## src/rtl/core/brt_pkg.sv

```systemverilog
// Shared types, operation codes and defaults for the binary radix sorter.
package brt_pkg;

	localparam int KEY_WIDTH_DEF = 32;
	localparam int MAX_KEYS_DEF  = 64;
	localparam int FIELD_W       = 32;

	// Cell operations driven by the sequencer
	localparam logic [1:0] OP_HOLD  = 2'd0;
	localparam logic [1:0] OP_LOAD  = 2'd1;
	localparam logic [1:0] OP_SORT  = 2'd2;
	localparam logic [1:0] OP_DRAIN = 2'd3;

	typedef struct packed {
		logic [FIELD_W-1:0] key_value;
		logic               last_key;
	} brt_in_t;

	typedef struct packed {
		logic [FIELD_W-1:0] sorted_value;
		logic               end_of_set;
		logic               overflowed;
	} brt_out_t;

	// Control broadcast from the sequencer to every cell
	typedef struct packed {
		logic [1:0] op;
		logic       phase;
		logic       flip;
	} brt_ctl_t;

endpackage

```

## src/rtl/core/brt_cell.sv

```systemverilog
// One cell of the sorting chain: holds a key, shifts or compare-exchanges with a neighbor.
module brt_cell
	import brt_pkg::*;
#(
	parameter int KEY_WIDTH = KEY_WIDTH_DEF,
	parameter bit ODD_POS   = 1'b0
) (
	input  logic                 clk,
	input  brt_ctl_t             ctl,
	input  logic                 lo_en,
	input  logic                 up_en,
	input  logic [KEY_WIDTH-1:0] left_key,
	input  logic [KEY_WIDTH-1:0] right_key,
	output logic [KEY_WIDTH-1:0] key
);

	logic [KEY_WIDTH-1:0] key_q;
	logic [KEY_WIDTH-1:0] top_mask;
	logic                 is_lower;
	logic                 swap_right;
	logic                 swap_left;

	// signed order: invert the top bit before comparing
	assign top_mask   = {ctl.flip, {(KEY_WIDTH-1){1'b0}}};
	assign is_lower   = (ODD_POS == ctl.phase);
	assign swap_right = (key_q ^ top_mask) > (right_key ^ top_mask);
	assign swap_left  = (left_key ^ top_mask) > (key_q ^ top_mask);

	always_ff @(posedge clk) begin
		case (ctl.op)
			OP_LOAD: key_q <= left_key;
			OP_DRAIN: key_q <= right_key;
			OP_SORT: begin
				if (is_lower) begin
					if (lo_en && swap_right) key_q <= right_key;
				end else begin
					if (up_en && swap_left) key_q <= left_key;
				end
			end
			default: key_q <= key_q;
		endcase
	end

	assign key = key_q;

endmodule
```

## config.mk

```make
export PLATFORM = sky130hd
export DESIGN_NAME = brt_cell
export DESIGN_NICKNAME = d
export VERILOG_FILES = /design/src/rtl/core/brt_pkg.sv /design/src/rtl/core/brt_cell.sv
export SDC_FILE = /design/constraint.sdc
export NUM_CORES = 1
export LEC_CHECK = 0
export BUFFER_PORTS_ARGS = -buffer_cell sky130_fd_sc_hd__clkbuf_2
export CAP_MARGIN = 20
export CORE_MARGIN = 1
export CORE_UTILIZATION = 51
export CTS_CLUSTER_DIAMETER = 60
export DETAILED_ROUTE_END_ITERATION = 8
export PLACE_DENSITY = 0.89
export REMOVE_ABC_BUFFERS = 1
export SETUP_SLACK_MARGIN = 0.15
export SLEW_MARGIN = 5
export SYNTH_ARGS = -nofsm -noshare
export SYNTH_HDL_FRONTEND = slang
export SYNTH_SLANG_ARGS = --single-unit
```

## constraint.sdc

```tcl
create_clock -name clk -period 5.95 [get_ports clk]
set_input_delay 1.19 -clock clk [delete_from_list [all_inputs] [get_ports clk]]
set_output_delay 1.19 -clock clk [all_outputs]
set_load 0.005 [all_outputs]
```

==> flow_metrics.py, run 1 <==
metrics = {
    "cells_and_area": {
        "fillers": 477,
        "syn_to_final_growth_pct": 24.1,
        "register_area_um2": 961,
        "antenna-diode-count": 0,
        "final_nets": 576,
        "final_area_um2": 3630,
        "drive_gt1_share_pct": 26.2,
        "multi_input_area_um2": 1730,
        "largest_reg_flops": 32,
        "post-route-util_pct": 65.9,
    },
    "yosys": {
        "synth-edff-count": 32,
        "synthesis.instances": 336,
        "synth_top_family_by_area": "adder cells",
        "ys_warn_count": 0,
        "ys_ff_latch": 32,
        "ys_seq_area_share_pct": 32.8,
        "synthXorXnorAreaFrac_pct": 0.898,
        "synth_ff_type": "edfxtp_1",
        "synth_fa_ha_area_share_pct": 27.4,
        "syn_area_um2": 2930,
        "syn_avg_cell_area_um2": 8.71,
        "yosys.cell_types.count": 31,
        "synth_compound_area_share_pct": 16.2,
        "async_reset_ff_share_pct": 0,
        "synth-simple-area-share_pct": 12.9,
        "synthMuxAreaShare_pct": 0.770,
    },
    "placement": {
        "place.gp.congestion": 0.863,
        "placed_area_um2": 3550,
        "dp_slack_ns": 1.31,
        "hpwl_um": 5990,
        "portBuffers": 102,
    },
    "global_routing": {
        "grt_usage_pct": 24.8,
        "grt_pass1_wl_um": 11800,
        "grt_max_degree": 40,
        "grt_pass1_vias": 2701,
        "antenna_found_initial": 0,
        "grt_overflow": 0,
    },
    "worst_setup_path": {
        "critPathSlowestCell": "or4b_1",
        "endpoint_kind": "register",
        "cpLargestDelayFamily": "simple AND/OR/NAND/NOR gates",
        "crit_path_cell_trace": "clkbuf_2, xor2_1, inv_1, ha_1, nand4_1, or4_1, or4b_1, o2111a_1, a32oi_1, o311ai_4, buf_4",
        "cp.arrival_ns": 4.39,
        "crit_path_start_kind": "input port",
        "critPathBufInv": 3,
        "crit_type": "in -> reg",
        "path_max_fanout": 17,
        "required_ns": 5.98,
        "critPathMaxStageDelay_ns": 0.57,
    },
    "power_and_ir_drop": {
        "power.leakage_nw": 1.94,
        "powerDensity_nw_per_um2": 205,
        "ir_drop_mv": 0.145,
    },
    "clock_tree": {
        "path_clk_slew_ns": 0.07,
        "clk_latency_ns": 0.28,
        "root_buffer": "clkbuf_8",
        "cts_buffers": 5,
        "cts.repair.resized": 0,
        "cts_max_path_buffers": 2,
        "post_cts_buffers": 0,
        "cts.sinks": 32,
        "cts_hold_buf": 0,
        "cts_tree": "done",
        "cts_max_level": 2,
    },
    "run_status": {
        "status": "finished clean",
    },
    "detailed_routing": {
        "drt_wl_total_um": 7130,
        "via_per_inst": 5.42,
        "drtIter0Drc": 124,
        "dr.pass1.iters": 4,
        "vias": 2787,
        "wl_per_cell_um": 13.9,
        "ant_nets": 0,
        "drc": 0,
    },
    "sta": {
        "setup_viol": 0,
        "slew_violations": 0,
        "hold_violations": 0,
        "fin_ws_ns": 1.58,
        "clock_skew_ns": 0.0103,
        "min_period_over_period_pct": 73.4,
        "max_slew_margin_pct": 39.9,
        "worst_pin_slew_ns": 0.900,
        "tns_ns": 0,
        "post-route-min-period_ns": 4.37,
        "rsz0062_at_grt": "false",
        "fmax_mhz": 229,
    },
    "die": {
        "core_area_um2": 5510,
        "chipHeight_um": 77.7,
        "dieArea_um2": 6040,
        "die_w_um": 77.7,
        "rows": 27,
        "io_pins": 103,
        "initial_utilization_pct": 53.1,
    },
    "worst_hold_path": {
        "holdCritPathClass": "reg -> reg",
    },
    "run": {
        "cap_viol_max_count": 0,
    },
}
## routing by layer
layer	up-vias	share of wire [%]	global-route usage, %
li1	1396	-	-
met1	1279	41	29.0
met2	100	51	45.8
met3	12	6.0	4.82
met4	0	1.7	6.23
met5	-	0	0
## cell usage in the layout, fill, tap and decap left out
| cell | instances |
|---|---|
| o31ai_1 | 2 |
| edfxtp_1 | 32 |
| a31oi_1 | 2 |
| clkinv_1 | 1 |
| nand2_1 | 41 |
| a32oi_1 | 1 |
| a211oi_1 | 4 |
| nor3_1 | 3 |
| nor2b_1 | 5 |
| a21oi_1 | 20 |
| or4_1 | 1 |
| buf_4 | 2 |
| o211ai_1 | 2 |
| o2111a_1 | 1 |
| a2111oi_0 | 2 |
| or4b_1 | 1 |
| a22oi_1 | 1 |
| ha_1 | 64 |
| nor4_1 | 2 |
| or2_2 | 1 |
| o21ai_4 | 1 |
| xnor2_1 | 1 |
| clkinv_2 | 2 |
| o311ai_4 | 1 |
| mux2_2 | 2 |
| nor2_1 | 12 |
| nand4_1 | 11 |
| a21o_1 | 5 |
| xor2_1 | 2 |
| inv_1 | 64 |
| o21ai_0 | 41 |
| clkbuf_8 | 5 |
| nand3b_1 | 1 |
| nand3_1 | 4 |
| clkbuf_2 | 102 |
## cells by family after synthesis
kind of cell / count (synthesis)
compound gates: 83
xor+xnor: 3
fa+ha+maj: 64
buf+inv: 70
flops: 32
mux: 2
simple gates: 82
## final timing paths
kind / cells past startpoint / to / start / slack (ns)
hold / removal: 5 / key[24] / key[31] / 1.21
setup reg to reg: 10 / key[9] / key[31] / 2.19
setup / recovery: 11 / key[9] / ctl[0] / 1.58
hold reg to reg: 5 / key[24] / key[31] / 1.21
## cells in the mapped netlist (2+ instances only)
cell type,count,share of area [%]
mux2_2,2,0.77
nand4_1,11,2.4
nor3_1,3,0.51
nor2b_1,5,1.1
a31oi_1,2,0.43
nand2_1,41,5.3
edfxtp_1,32,33
nor4_1,2,0.43
clkbuf_1,6,0.77
a21o_1,5,1.3
o31ai_1,2,0.51
o211ai_1,2,0.51
nor2_1,12,1.5
inv_1,64,8.2
nand3_1,4,0.68
xor2_1,2,0.60
a21oi_1,20,3.4
ha_1,64,27
a211oi_1,4,1.0
a2111oi_0,2,0.60
o21ai_0,41,7.0
## area by class of cell
type	count	area share (%)
inverters	64	6.62
clock inverters	3	0.379
well taps	72	2.48
flip-flops and latches	32	26.5
multi-input cells	234	47.7
repair buffers	104	14.5
clock buffers	5	1.90
## through the flow
step | power, W | std cells | hold slack [ns]
global route | 0.000803 | 514 | 1.21
detailed placement | 0.000586 | 506 | 1.19
CTS | 0.000749 | 514 | 1.20
floorplan | 0.000472 | 330 | 1.38
global placement | 0.000570 | 506 | 1.15
finish | 0.000744 | 514 | 1.21
## worst min-delay path, stage by stage (launching register included)
cell and delay (ns):
edfxtp_1 0.38, xor2_1 0.10, inv_1 0.06, ha_1 0.13, o31ai_1 0.12, o311ai_4 0.24
## where the power goes
part / internal [W] / total (W) / switching [W] / leakage [nW]
Combinational: 0.000119 / 0.000267 / 0.000149 / 1.58
Clock: 0.0000794 / 0.000162 / 0.0000828 / 0.0453
Sequential: 0.000289 / 0.000315 / 0.0000258 / 0.313
Total: 0.000487 / 0.000744 / 0.000257 / 1.94
Power figures use the tool's default switching activity.
==> run 2: changes to the inputs <==
--- a/config.mk
+++ b/config.mk
@@ -5,13 +5,14 @@
 export SDC_FILE = /design/constraint.sdc
 export NUM_CORES = 1
 export LEC_CHECK = 0
+export ABC_AREA = 1
 export BUFFER_PORTS_ARGS = -buffer_cell sky130_fd_sc_hd__clkbuf_2
 export CAP_MARGIN = 20
 export CORE_MARGIN = 1
-export CORE_UTILIZATION = 51
+export CORE_UTILIZATION = 47
 export CTS_CLUSTER_DIAMETER = 60
 export DETAILED_ROUTE_END_ITERATION = 8
-export PLACE_DENSITY = 0.89
+export PLACE_DENSITY = 0.86
 export REMOVE_ABC_BUFFERS = 1
 export SETUP_SLACK_MARGIN = 0.15
 export SLEW_MARGIN = 5
==> constraint.sdc (replaced) <==
create_clock -name clk -period 3.55 [get_ports clk]
set_input_delay 0.71 -clock clk [delete_from_list [all_inputs] [get_ports clk]]
set_output_delay 0.71 -clock clk [all_outputs]
set_load 0.005 [all_outputs]
==> run 2 against run 1 <==
Via count up 3.2%. Sequential power grew 59%. Non-clock buffer count grew 2. Largest cell class unchanged. Largest power group unchanged.
==> flow_metrics.py, run 2 <==
metrics = {
    "sta": {
        "whs_ns": 0.735,
        "tns_ns": 0,
        "fmax_mhz": 370,
        "post-route-min-period_ns": 2.70,
        "slew_violations": 0,
        "worst_pin_slew_ns": 0.572,
        "hold_violations": 0,
        "rsz0062_at_grt": "false",
        "max_slew_margin_pct": 61.7,
        "clock_skew_ns": 0.00724,
        "setup_viol": 0,
        "min_period_over_period_pct": 76.2,
    },
    "worst_setup_path": {
        "critPathMaxStageDelay_ns": 0.31,
        "ff2ff_path_depth": 14,
        "required_ns": 3.53,
        "path_max_fanout": 13,
        "critPathSlowestCell": "ha_1",
        "endpoint_kind": "register",
        "crit_top_cell": "nand2_1",
        "crit_path_cell_trace": "clkbuf_2, xnor2_1, inv_1, ha_1, nand2_1, nor2_1, nand2_1, nor2_1, nand2_1, nand2_1, nand2_1, nand2_1, nor2_1, a21oi_4, buf_4",
        "crit_type": "in -> reg",
        "cp.arrival_ns": 2.68,
        "crit_path_start_kind": "input port",
    },
    "yosys": {
        "yosysMostFrequentCell": "nand2_1",
        "syn_area_um2": 3090,
        "synthesis.instances": 401,
        "ys_warn_count": 0,
        "synth-edff-count": 32,
        "async_reset_ff_share_pct": 0,
        "synth_ff_type": "edfxtp_1",
        "yosys.cell_types.count": 25,
        "synth_largest_area_cell": "edfxtp_1",
        "synth_common_cells": "106 x nand2_1, 81 x inv_1, 64 x ha_1, 32 x edfxtp_1, 28 x o21ai_0",
        "synth_top_cells_by_area": "edfxtp_1 31%, ha_1 26%, nand2_1 13%",
        "ys_seq_area_share_pct": 31.1,
        "syn_avg_cell_area_um2": 7.70,
        "synth_top_cell_area_share_pct": 31.1,
        "ys_ff_latch": 32,
    },
    "cells_and_area": {
        "final_cell_mix": "106 x nand2_1, 102 x clkbuf_2, 81 x inv_1",
        "antenna-diode-count": 0,
        "final_nets": 643,
        "largest_reg_flops": 32,
        "layout.cells.non_filler": 585,
        "final_common_cell": "nand2_1",
        "syn_to_final_growth_pct": 22.7,
        "drive_gt1_share_pct": 24.0,
        "post-route-util_pct": 59.7,
    },
    "die": {
        "initial_utilization_pct": 48.7,
        "core_area_um2": 6350,
        "die_w_um": 83.1,
        "io_pins": 103,
        "rows": 29,
        "dieArea_um2": 6900,
        "chipHeight_um": 83.1,
    },
    "run_status": {
        "status": "finished clean",
    },
    "clock_tree": {
        "path_clk_slew_ns": 0.06,
        "cts_hold_buf": 0,
        "cts_max_path_buffers": 2,
        "cts.sinks": 32,
        "clk_latency_ns": 0.28,
        "cts_max_level": 2,
        "cts_tree": "done",
        "cts_buffers": 5,
        "root_buffer": "clkbuf_8",
        "cts.repair.resized": 0,
        "post_cts_buffers": 0,
    },
    "detailed_routing": {
        "drt_wl_total_um": 6970,
        "ant_nets": 0,
        "wl_per_cell_um": 11.9,
        "dr.pass1.iters": 4,
        "drc": 0,
        "vias": 2875,
        "drtIter0Drc": 112,
        "via_per_inst": 4.91,
    },
    "global_routing": {
        "grt_pass1_vias": 2869,
        "antenna_found_initial": 0,
        "grt_overflow": 0,
        "grt_pass1_wl_um": 12000,
        "grt_usage_pct": 21.3,
        "grt_max_degree": 26,
    },
    "power_and_ir_drop": {
        "powerDensity_nw_per_um2": 308,
        "ir_drop_mv": 0.150,
        "power.leakage_nw": 2.18,
        "finalPower_w": 0.00117,
    },
    "placement": {
        "hpwl_um": 5970,
        "place_inst": 578,
        "portBuffers": 102,
        "place.gp.congestion": 0.815,
    },
    "worst_hold_path": {
        "holdCritPathClass": "in -> reg",
        "min_path_cells": 3,
    },
    "run": {
        "cap_viol_max_count": 0,
    },
}
## run 2: cell count changes in the layout (fill, tap and decap cells not counted), moves of 5 or more
| cell | before | now |
|---|---|---|
| nor2_1 | 12 | 20 |
| o21ai_0 | 41 | 28 |
| a21oi_1 | 20 | 26 |
| nor2b_1 | 5 | 0 |
| o21ai_1 | 0 | 7 |
| nand2_1 | 41 | 106 |
| inv_1 | 64 | 81 |
| nand4_1 | 11 | 4 |
## run 2: logic make-up (layout without fill, tap and decap cells)
kind of cell	Yosys count	count (layout)	synth area share, %
AO/OA/AOI/OAI	71	71	12.4
adder cells (fa/ha/maj)	64	64	25.9
flip-flops	32	32	31.1
XOR/XNOR	3	3	0.851
multiplexers	1	1	0.364
AND/OR/NAND/NOR	140	140	18.3
buffers and inverters	90	197	11.1
## run 2: area by class of cell
cell class	instances	area (um^2)
Inverter	84	315
Multi-Input combinational cell	279	1800
Timing Repair Buffer	106	541
Clock buffer	5	68.8
Fill cell	566	2560
Sequential cell	32	961
Clock inverter	2	7.51
Tap cell	77	96.3
## run 2: worst paths after layout
path / startpoint / end / slack (ns)
worst max-delay path: ctl[0] / key[27] / 0.85
worst min register to register: key[0] / key[31] / 1.36
worst max register to register: key[31] / key[27] / 0.98
worst min-delay path: left_key[23] / key[23] / 0.74
## run 2: stage by stage
stage | setup WS (ns) | area (um^2)
final | 0.846 | 3790
after global routing | 0.646 | 3790
after CTS | 0.834 | 3790
after floorplan | 0.404 | 3060
after global placement | 0.624 | 3710
after detailed placement | 0.552 | 3710
## run 2: worst max-delay path, delay by kind of cell
family                     cells  cell delay [ns]
AOI/OAI and AO/OA              1             0.28
adders and majority gates      1             0.31
xor gates and xnor gates       1             0.20
and+or+nand+nor                9             0.70
buffers and inverters          3             0.47
## run 2: layer usage
metal / track usage (%) / up-vias / share of wire [%] / wire length [um]
met5: 0 / - / 0 / 0
met4: 5.64 / 0 / 1.3 / 91
met3: 2.78 / 11 / 4.9 / 342
met2: 39.5 / 84 / 50 / 3520
met1: 25.8 / 1272 / 43 / 3020
li1: - / 1508 / - / -
## run 2: report_power, final
part	internal (W)	total (W)	switching, W
clock	0.000129	0.000260	0.000131
sequential	0.000467	0.000500	0.0000331
combinational	0.000182	0.000410	0.000228
